`src/lsfr_pkg.sv`:
```
package lsfr_pkg;

   localparam int PIXEL_COUNT = 5;
   localparam logic [2:0] LAST_PIXEL   = 3'(PIXEL_COUNT - 1);
   localparam logic [2:0] CENTER_PIXEL = 3'(PIXEL_COUNT / 2);

   // input commands
   localparam logic CMD_START   = 1'b0;
   localparam logic CMD_ADVANCE = 1'b1;

   // effect kinds
   localparam logic [2:0] KIND_NONE    = 3'd0;
   localparam logic [2:0] KIND_SOLID   = 3'd1;
   localparam logic [2:0] KIND_RIPPLE  = 3'd2;
   localparam logic [2:0] KIND_FLOW    = 3'd3;
   localparam logic [2:0] KIND_PULSE   = 3'd4;
   localparam logic [2:0] KIND_RAINBOW = 3'd5;
   localparam logic [2:0] KIND_AGENT   = 3'd6;

   // agent states
   localparam logic [2:0] AGENT_IDLE    = 3'd0;
   localparam logic [2:0] AGENT_RUNNING = 3'd1;
   localparam logic [2:0] AGENT_WAITING = 3'd2;
   localparam logic [2:0] AGENT_UNREAD  = 3'd3;
   localparam logic [2:0] AGENT_FAILED  = 3'd4;

   // divisor codes
   localparam logic [2:0] DIV_1  = 3'd0;
   localparam logic [2:0] DIV_2  = 3'd1;
   localparam logic [2:0] DIV_4  = 3'd2;
   localparam logic [2:0] DIV_5  = 3'd3;
   localparam logic [2:0] DIV_6  = 3'd4;
   localparam logic [2:0] DIV_8  = 3'd5;
   localparam logic [2:0] DIV_12 = 3'd6;

   typedef struct packed {
      logic [7:0] red;
      logic [7:0] green;
      logic [7:0] blue;
   } lsfr_rgb_type;

   typedef struct packed {
      logic [2:0]   kind;
      logic         flow_right;
      lsfr_rgb_type base;
      logic [2:0]   agent_state;
      logic [2:0]   cursor;
   } lsfr_item_type;

   typedef struct packed {
      lsfr_rgb_type color;
      logic [3:0]   numer;
      logic [2:0]   div_code;
   } lsfr_shade_type;

   function automatic logic [3:0] flow_num(input logic [2:0] gap);
      logic [3:0] n;
      case (gap)
         3'd0:    n = 4'd12;
         3'd1:    n = 4'd7;
         3'd2:    n = 4'd4;
         3'd3:    n = 4'd2;
         3'd4:    n = 4'd1;
         default: n = 4'd0;
      endcase
      return n;
   endfunction

   // center weight and side weight floor(2n/3) of the pulse
   function automatic logic [3:0] pulse_num(input logic [2:0] cur, input logic center);
      logic [3:0] n;
      case (cur)
         3'd0:    n = center ? 4'd5  : 4'd3;
         3'd1:    n = center ? 4'd12 : 4'd8;
         3'd2:    n = center ? 4'd7  : 4'd4;
         3'd3:    n = center ? 4'd3  : 4'd2;
         3'd4:    n = center ? 4'd1  : 4'd0;
         default: n = 4'd0;
      endcase
      return n;
   endfunction

   // ripple divisor, 0 is dark
   function automatic logic [3:0] ripple_div(input logic [1:0] phase, input logic [2:0] pix);
      logic [3:0] d;
      d = 4'd0;
      case (phase)
         2'd0: begin
            case (pix)
               3'd1, 3'd3: d = 4'd5;
               3'd2:       d = 4'd1;
               default:    d = 4'd0;
            endcase
         end
         2'd1: begin
            case (pix)
               3'd0, 3'd4: d = 4'd4;
               3'd1, 3'd3: d = 4'd1;
               3'd2:       d = 4'd2;
               default:    d = 4'd0;
            endcase
         end
         2'd2: begin
            case (pix)
               3'd0, 3'd4: d = 4'd1;
               3'd1, 3'd3: d = 4'd4;
               default:    d = 4'd0;
            endcase
         end
         default: begin
            case (pix)
               3'd0, 3'd4: d = 4'd4;
               3'd1, 3'd3: d = 4'd6;
               3'd2:       d = 4'd8;
               default:    d = 4'd0;
            endcase
         end
      endcase
      return d;
   endfunction

   function automatic logic [2:0] div_code(input logic [3:0] d);
      logic [2:0] c;
      case (d)
         4'd2:    c = DIV_2;
         4'd4:    c = DIV_4;
         4'd5:    c = DIV_5;
         4'd6:    c = DIV_6;
         4'd8:    c = DIV_8;
         4'd12:   c = DIV_12;
         default: c = DIV_1;
      endcase
      return c;
   endfunction

   function automatic lsfr_rgb_type marquee_color(input logic [2:0] idx);
      lsfr_rgb_type c;
      case (idx)
         3'd0:    c = '{red: 8'd46, green: 8'd0,  blue: 8'd5};
         3'd1:    c = '{red: 8'd46, green: 8'd17, blue: 8'd0};
         3'd2:    c = '{red: 8'd38, green: 8'd35, blue: 8'd0};
         3'd3:    c = '{red: 8'd0,  green: 8'd43, blue: 8'd11};
         3'd4:    c = '{red: 8'd0,  green: 8'd36, blue: 8'd43};
         3'd5:    c = '{red: 8'd12, green: 8'd0,  blue: 8'd47};
         3'd6:    c = '{red: 8'd42, green: 8'd0,  blue: 8'd36};
         default: c = '{red: 8'd0,  green: 8'd0,  blue: 8'd0};
      endcase
      return c;
   endfunction

   function automatic lsfr_rgb_type agent_color(input logic [2:0] st);
      lsfr_rgb_type c;
      case (st)
         AGENT_RUNNING: c = '{red: 8'd0,  green: 8'd0,  blue: 8'd28};
         AGENT_WAITING: c = '{red: 8'd30, green: 8'd12, blue: 8'd0};
         AGENT_UNREAD:  c = '{red: 8'd0,  green: 8'd24, blue: 8'd5};
         AGENT_FAILED:  c = '{red: 8'd30, green: 8'd0,  blue: 8'd8};
         default:       c = '{red: 8'd0,  green: 8'd0,  blue: 8'd0};
      endcase
      return c;
   endfunction

endpackage

```
`src/lsfr_pixel_shader.sv`:
```
module lsfr_pixel_shader (
   input  lsfr_pkg::lsfr_item_type  item,
   input  logic [2:0]               pixel_idx,
   output lsfr_pkg::lsfr_shade_type shade
);
   import lsfr_pkg::*;

   logic [3:0] flow_sum;
   logic [2:0] flow_dist;
   logic [3:0] rainbow_sum;
   logic [2:0] rainbow_idx;
   logic [2:0] agent_dist;
   logic [3:0] ripple_d;

   always_comb begin
      // distance behind the flow head, wrapped around the strip
      if (item.flow_right) begin
         flow_sum = {1'b0, item.cursor} + 4'(PIXEL_COUNT) - {1'b0, pixel_idx};
      end else begin
         flow_sum = {1'b0, pixel_idx} + {1'b0, item.cursor} + 4'd1;
      end
      flow_dist = (flow_sum >= 4'(PIXEL_COUNT)) ? 3'(flow_sum - 4'(PIXEL_COUNT))
                                               : flow_sum[2:0];

      rainbow_sum = {1'b0, pixel_idx} + {1'b0, item.cursor};
      rainbow_idx = (rainbow_sum >= 4'd7) ? 3'(rainbow_sum - 4'd7) : rainbow_sum[2:0];

      agent_dist = (pixel_idx > CENTER_PIXEL) ? pixel_idx - CENTER_PIXEL
                                              : CENTER_PIXEL - pixel_idx;

      ripple_d = ripple_div(item.cursor[1:0], pixel_idx);

      shade.color    = item.base;
      shade.numer    = 4'd0;
      shade.div_code = DIV_1;

      case (item.kind)
         KIND_SOLID: begin
            shade.numer = 4'd1;
         end
         KIND_RIPPLE: begin
            shade.numer    = (ripple_d != 4'd0) ? 4'd1 : 4'd0;
            shade.div_code = div_code(ripple_d);
         end
         KIND_FLOW: begin
            shade.numer    = flow_num(flow_dist);
            shade.div_code = DIV_12;
         end
         KIND_PULSE: begin
            shade.numer    = pulse_num(item.cursor, pixel_idx == CENTER_PIXEL);
            shade.div_code = DIV_12;
         end
         KIND_RAINBOW: begin
            shade.color = marquee_color(rainbow_idx);
            shade.numer = 4'd1;
         end
         KIND_AGENT: begin
            shade.color    = agent_color(item.agent_state);
            shade.numer    = 4'd1;
            shade.div_code = (agent_dist == 3'd0) ? DIV_1 :
                             (agent_dist == 3'd1) ? DIV_2 : DIV_4;
         end
         default: begin
            shade.numer = 4'd0;
         end
      endcase
   end

endmodule

```
`src/led_strip_effect_frame_renderer.sv`:
```
// each pixel passes from the held item through the product stage and output register
// throughput: one pixel per cycle while rsp is not stalled, set by the single
//   pixel counter that walks the held item through the shader
// the next item is taken in the cycle its last pixel enters the pipeline
// reset (synchronous): frame cursor to 0, all pipeline stages empty
module led_strip_effect_frame_renderer (
   input  logic        clock,
   input  logic        reset,
   // req_tuser: command[0], effect_kind[3:1]
   // req_tdata: flow_right[0], base_red[8:1], base_green[16:9],
   //            base_blue[24:17], agent_state[27:25], zero[31:28]
   input  logic        req_tvalid,
   output logic        req_tready,
   input  logic [31:0] req_tdata,
   input  logic [3:0]  req_tuser,
   // rsp_tdata: pixel_pos[2:0], pixel_red[10:3], pixel_green[18:11],
   //            pixel_blue[26:19], zero[31:27]
   // rsp_tlast: last_pixel
   output logic        rsp_tvalid,
   input  logic        rsp_tready,
   output logic [31:0] rsp_tdata,
   output logic        rsp_tlast
);
   import lsfr_pkg::*;

   // frame cursor, updated as each item is accepted
   logic [2:0]     cursor_ff, cursor_in;

   // held item and the pixel being rendered from it
   logic           item_valid_ff, item_valid_in;
   lsfr_item_type  item_ff, item_in;
   logic [2:0]     pix_ff, pix_in;

   // product stage
   logic           s1_valid_ff, s1_valid_in;
   logic [11:0]    s1_red_ff, s1_green_ff, s1_blue_ff;
   logic [11:0]    s1_red_in, s1_green_in, s1_blue_in;
   logic [2:0]     s1_div_ff, s1_div_in;
   logic [2:0]     s1_idx_ff, s1_idx_in;

   // output register
   logic           rsp_valid_ff, rsp_valid_in;
   logic [23:0]    rsp_rgb_ff, rsp_rgb_in;
   logic [2:0]     rsp_idx_ff, rsp_idx_in;

   lsfr_shade_type shade;
   logic           req_accept;
   logic           s1_load;
   logic           s2_load;
   logic           last_load;

   // floor(p / d) for the divisors the effects use; thirds by reciprocal 683/2048
   function automatic logic [7:0] scale_div(input logic [11:0] p, input logic [2:0] dc);
      logic [19:0] m;
      logic [9:0]  q;
      logic [7:0]  r;
      m = '0;
      q = '0;
      r = '0;
      case (dc)
         DIV_1: r = p[7:0];
         DIV_2: r = p[8:1];
         DIV_4: r = p[9:2];
         DIV_8: r = p[10:3];
         DIV_5: begin
            m = {12'd0, p[7:0]} * 20'd205;
            r = m[17:10];
         end
         DIV_6: begin
            q = {2'b00, p[8:1]};
            m = {10'd0, q} * 20'd683;
            r = m[18:11];
         end
         DIV_12: begin
            q = p[11:2];
            m = {10'd0, q} * 20'd683;
            r = m[18:11];
         end
         default: r = 8'd0;
      endcase
      return r;
   endfunction

   lsfr_pixel_shader u_shader (
      .item      (item_ff),
      .pixel_idx (pix_ff),
      .shade     (shade)
   );

   // handshake and stage advance
   assign s2_load    = s1_valid_ff && (!rsp_valid_ff || rsp_tready);
   assign s1_load    = item_valid_ff && (!s1_valid_ff || s2_load);
   assign last_load  = s1_load && (pix_ff == LAST_PIXEL);
   assign req_tready = !item_valid_ff || last_load;
   assign req_accept = req_tvalid && req_tready;

   always_comb begin
      // start resets the cursor, advance steps it around the strip
      cursor_in = cursor_ff;
      if (req_accept) begin
         if (req_tuser[0] == CMD_START) begin
            cursor_in = 3'd0;
         end else if (cursor_ff >= LAST_PIXEL) begin
            cursor_in = 3'd0;
         end else begin
            cursor_in = cursor_ff + 3'd1;
         end
      end

      item_in = item_ff;
      if (req_accept) begin
         item_in.kind        = req_tuser[3:1];
         item_in.flow_right  = req_tdata[0];
         item_in.base.red    = req_tdata[8:1];
         item_in.base.green  = req_tdata[16:9];
         item_in.base.blue   = req_tdata[24:17];
         item_in.agent_state = req_tdata[27:25];
         item_in.cursor      = cursor_in;
      end

      item_valid_in = item_valid_ff;
      if (req_accept) begin
         item_valid_in = 1'b1;
      end else if (last_load) begin
         item_valid_in = 1'b0;
      end

      pix_in = pix_ff;
      if (last_load) begin
         pix_in = 3'd0;
      end else if (s1_load) begin
         pix_in = pix_ff + 3'd1;
      end

      // channel times weight, divided in the next stage
      s1_valid_in = s1_load ? 1'b1 : (s2_load ? 1'b0 : s1_valid_ff);
      s1_red_in   = {4'd0, shade.color.red}   * {8'd0, shade.numer};
      s1_green_in = {4'd0, shade.color.green} * {8'd0, shade.numer};
      s1_blue_in  = {4'd0, shade.color.blue}  * {8'd0, shade.numer};
      s1_div_in   = shade.div_code;
      s1_idx_in   = pix_ff;

      rsp_valid_in = s2_load ? 1'b1 : ((rsp_valid_ff && rsp_tready) ? 1'b0 : rsp_valid_ff);
      rsp_rgb_in   = {scale_div(s1_blue_ff, s1_div_ff),
                      scale_div(s1_green_ff, s1_div_ff),
                      scale_div(s1_red_ff, s1_div_ff)};
      rsp_idx_in   = s1_idx_ff;
   end

   always_ff @(posedge clock) begin
      if (reset) begin
         cursor_ff     <= 3'd0;
         item_valid_ff <= 1'b0;
         pix_ff        <= 3'd0;
         s1_valid_ff   <= 1'b0;
         rsp_valid_ff  <= 1'b0;
      end else begin
         cursor_ff     <= cursor_in;
         item_valid_ff <= item_valid_in;
         pix_ff        <= pix_in;
         s1_valid_ff   <= s1_valid_in;
         rsp_valid_ff  <= rsp_valid_in;
      end
   end

   // payload registers, no reset
   always_ff @(posedge clock) begin
      item_ff <= item_in;
      if (s1_load) begin
         s1_red_ff   <= s1_red_in;
         s1_green_ff <= s1_green_in;
         s1_blue_ff  <= s1_blue_in;
         s1_div_ff   <= s1_div_in;
         s1_idx_ff   <= s1_idx_in;
      end
      if (s2_load) begin
         rsp_rgb_ff <= rsp_rgb_in;
         rsp_idx_ff <= rsp_idx_in;
      end
   end

   assign rsp_tvalid = rsp_valid_ff;
   assign rsp_tdata  = {5'd0, rsp_rgb_ff, rsp_idx_ff};
   assign rsp_tlast  = (rsp_idx_ff == LAST_PIXEL);

   // cursor and pixel counter never leave the strip
   a_cursor_range: assert property (@(posedge clock) disable iff (reset)
      (cursor_ff <= LAST_PIXEL) && (pix_ff <= LAST_PIXEL))
      else $error("cursor or pixel counter out of range");

   // a new item only lands on a busy holder when its last pixel leaves
   a_item_overlap: assert property (@(posedge clock) disable iff (reset)
      (req_accept && item_valid_ff) |-> (s1_load && pix_ff == LAST_PIXEL))
      else $error("item overwritten before its frame was rendered");

   // the counter only moves while an item is held
   a_pix_idle: assert property (@(posedge clock) disable iff (reset)
      !item_valid_ff |-> (pix_ff == 3'd0))
      else $error("pixel counter moved without an item");

   // pixels leave the product stage in strip order
   a_pix_order: assert property (@(posedge clock) disable iff (reset)
      (s2_load && s1_idx_ff != LAST_PIXEL) |=> (!s1_valid_ff || s1_idx_ff != 3'd0))
      else $error("frame restarted before its last pixel");

endmodule

```
`config.mk`:
```
export PLATFORM = sky130hd
export DESIGN_NAME = led_strip_effect_frame_renderer
export DESIGN_NICKNAME = d
export VERILOG_FILES = /design/src/lsfr_pkg.sv /design/src/lsfr_pixel_shader.sv /design/src/led_strip_effect_frame_renderer.sv
export SDC_FILE = /design/constraint.sdc
export NUM_CORES = 1
export LEC_CHECK = 0
export BUFFER_PORTS_ARGS = -buffer_cell sky130_fd_sc_hd__buf_4
export CAP_MARGIN = 10
export CORE_ASPECT_RATIO = 1.2
export CORE_UTILIZATION = 60
export DETAILED_ROUTE_END_ITERATION = 8
export GPL_TIMING_DRIVEN = 0
export PLACE_DENSITY = 0.78
export SYNTH_ARGS = -nofsm -noshare
export SYNTH_HDL_FRONTEND = slang
export SYNTH_SLANG_ARGS = --single-unit
```
`constraint.sdc`:
```
create_clock -name clock -period 9.7 [get_ports clock]
set_input_delay 0.485 -clock clock [delete_from_list [all_inputs] [get_ports clock]]
set_output_delay 0.485 -clock clock [all_outputs]
set_load 0.05 [all_outputs]
```
==> flow_metrics.py <==
metrics = {
    "cells_and_area": {
        "final_cell_mix": "ha_1 (475), inv_1 (431), fa_1 (179), nor2_1 (143), edfxtp_1 (103)",
        "layout_commonest_cell": "ha_1",
        "fin_nets": 2864,
        "drive_gt1_share_pct": 5.34,
        "multi_input_area_um2": 14700,
        "ff_latch_area_um2": 3270,
        "diodes": 0,
        "synthToLayoutAreaGrowth_pct": 6.81,
        "nFillCells": 2543,
        "stdcell_area_um2": 21100,
    },
    "global_route": {
        "grt_pass1_vias": 16000,
        "track_usage_pct": 27.7,
        "grt_max_degree": 45,
        "antenna_found_initial": 0,
        "globalRouteOverflowTotal": 0,
        "grt_first_pass_wirelength_mm": 74.8,
    },
    "route": {
        "drt-initial-drc-count": 836,
        "wl_per_cell_um": 17.2,
        "viasPerCell": 5.85,
        "drtPass1Iterations": 6,
        "vias": 15100,
        "routed_wl_mm": 44.5,
        "route.detailed.drc": 0,
        "ant_nets": 0,
    },
    "synthesis": {
        "synth.distinct_cells": 77,
        "postSynth.asyncResetShare_pct": 0,
        "synthTopCellsByArea": "ha_1 (30%), fa_1 (18%), edfxtp_1 (16%), inv_1 (8.2%), xnor2_1 (3.1%)",
        "ys_ff_latch": 112,
        "synth_top_area_share_pct": 30.0,
        "synthCells": 2090,
        "seq_area_frac_synth_pct": 16.5,
        "synth_edf_count": 103,
        "netlist_area_um2": 19800,
        "yosys_warnings": 0,
        "avgSynthCellArea_um2": 9.47,
        "yosys.area.top_type": "ha_1",
        "synth_ff_type": "edfxtp_1",
    },
    "clocking": {
        "cts_resized": 0,
        "cts_root_buf": "clkbuf_16",
        "cts_max_level": 3,
        "clock-sinks": 112,
        "clkLatencyLatePin_ps": 370,
        "max-clock-path-buffers": 2,
        "post_cts_buffers": 0,
        "holdBufCountCts": 0,
        "cts_tree": "yes",
        "cts_inserted_buffers": 9,
        "path_clk_slew_ps": 80,
    },
    "floorplanning": {
        "die_w_um": 168,
        "core_area_um2": 32300,
        "start_util_pct": 61.2,
        "pin_count": 75,
        "dieArea_um2": 33700,
        "die_h_um": 201,
        "fp-row-count": 72,
    },
    "sta": {
        "finalMaxSlewViolations": 0,
        "fmax_ghz": 0.134,
        "fin_crit_sh_pct": 77.0,
        "min_period_ps": 7470,
        "finalClockSkew_ps": 17.7,
        "fin_tns_setup_ps": 0,
        "setup_viol": 0,
        "hold_violations": 0,
        "worst_slew_pin_slew_ps": 1200,
        "rsz0062_at_grt": "no",
        "relSlewSlack_pct": 19.5,
    },
    "setup_path": {
        "startpoint_type": "flip-flop",
        "slowest_stage": "fa_1",
        "crit_buf_inv": 10,
        "crit_path_frequent_cell": "inv_1",
        "endpoint_kind": "flip-flop",
        "critPathKind": "reg -> reg",
        "crit_path_max_fanout": 10,
        "cpPeakStageDelay_ps": 740,
        "critPathArrivalTime_ps": 7590,
        "cpLargestDelayFamily": "adder cells",
        "cp.required_ps": 9820,
    },
    "placement": {
        "dp_hpwl_mm": 37.2,
        "port_buffers": 64,
        "gp_congestion": 0.917,
        "placed_area_um2": 20800,
    },
    "outcome": {
        "outcome": "finished clean",
    },
    "worst_hold_path": {
        "hp-class": "in -> reg",
    },
    "run": {
        "drv_cap": 0,
    },
    "power_and_ir_drop": {
        "powerDensity_nw_per_um2": 251,
        "p_leak_nw": 10.9,
        "ir_worst_vdd_mv": 0.130,
        "power.total_w": 0.00531,
    },
}
-- power breakdown --
group | leakage, nW | total (W) | internal [W] | switching (W)
Sequential | 1.06 | 0.000693 | 0.000601 | 0.0000922
Combinational | 9.74 | 0.00421 | 0.00181 | 0.00240
Clock | 0.147 | 0.000399 | 0.000205 | 0.000194
Total | 10.9 | 0.00531 | 0.00262 | 0.00269
-- layer usage --
| layer | global-route usage [%] | up-vias | routed length [um] |
|---|---|---|---|
| li1 | - | 7268 | - |
| met1 | 32.6 | 7216 | 18100 |
| met2 | 50.7 | 474 | 22500 |
| met3 | 2.48 | 136 | 1960 |
| met4 | 13.1 | 0 | 1920 |
| met5 | 0 | - | 0 |
-- Yosys cell counts (all sizes together), types with 8 or more instances --
cell type / n
fa: 179
nand2b: 19
a31oi: 8
nand3: 32
a21o: 21
a221oi: 18
o22ai: 10
ha: 475
a211oi: 11
dfxtp: 9
nor2: 144
o21a: 11
a22o: 10
nor2b: 21
o21ai: 73
nand4: 9
edfxtp: 103
nor3b: 9
mux2i: 12
and3: 9
xnor2: 69
xor2: 25
a21oi: 96
a22oi: 27
nand2: 81
o21bai: 13
nor3: 20
o211ai: 12
clkbuf: 22
inv: 433
or2: 17
buf: 16
-- cells by family after synthesis --
family                     Yosys count  synth area share [%]
xor gates and xnor gates            94                  4.16
DFF                                112                  16.5
and+or+nand+nor                    385                  9.21
muxes                               14                 0.778
AOI/OAI and AO/OA                  359                  12.0
buffers and inverters              471                  9.18
other                                1                0.0189
adders and majority gates          654                  48.1
-- flip-flops by register name (all words and copies together), names as in the netlist --
register       cells
s1_valid_ff        1
item_valid_ff      1
item_ff           34
rsp_rgb_ff        24
rsp_idx_ff         3
rsp_tvalid         1
cursor_ff          3
pix_ff             3
s1_blue_ff        12
s1_green_ff       12
s1_red_ff         12
rsp_idx_in         3
s1_div_ff          3
-- final timing paths --
check                           cells after the start     startpoint  slack, ps         endpoint
worst max-delay path                               30     item_ff[1]       2230  s1_green_ff[10]
worst min-delay path                                1  req_tdata[19]        290       item_ff[8]
worst max register to register                     30     item_ff[1]       2230  s1_green_ff[10]
worst min register to register                      0  rsp_idx_in[1]        420    rsp_idx_ff[1]
-- through the flow --
stage          hold slack [ps]  utilization [%]  worst slack, ps  instances
6_report                   290             65.4             2230       2581
5_1_grt                    280             65.4             1620       2581
4_1_cts                    280             65.3             2300       2580
3_5_place_dp               405             64.3             2340       2565
3_3_place_gp               408             64.3             2460       2565
2_1_floorplan              400                -             3230       2094
-- cell type report --
type	instances	share of cell area (%)
multi-input combinational	1511	69.7
timing repair buffer	65	2.40
sequential	112	15.5
inverter	433	7.69
buffer	38	0.906
clock inverter	6	0.391
clock buffer	9	1.07
tap	407	2.41
(Power assumes the default switching activity.)
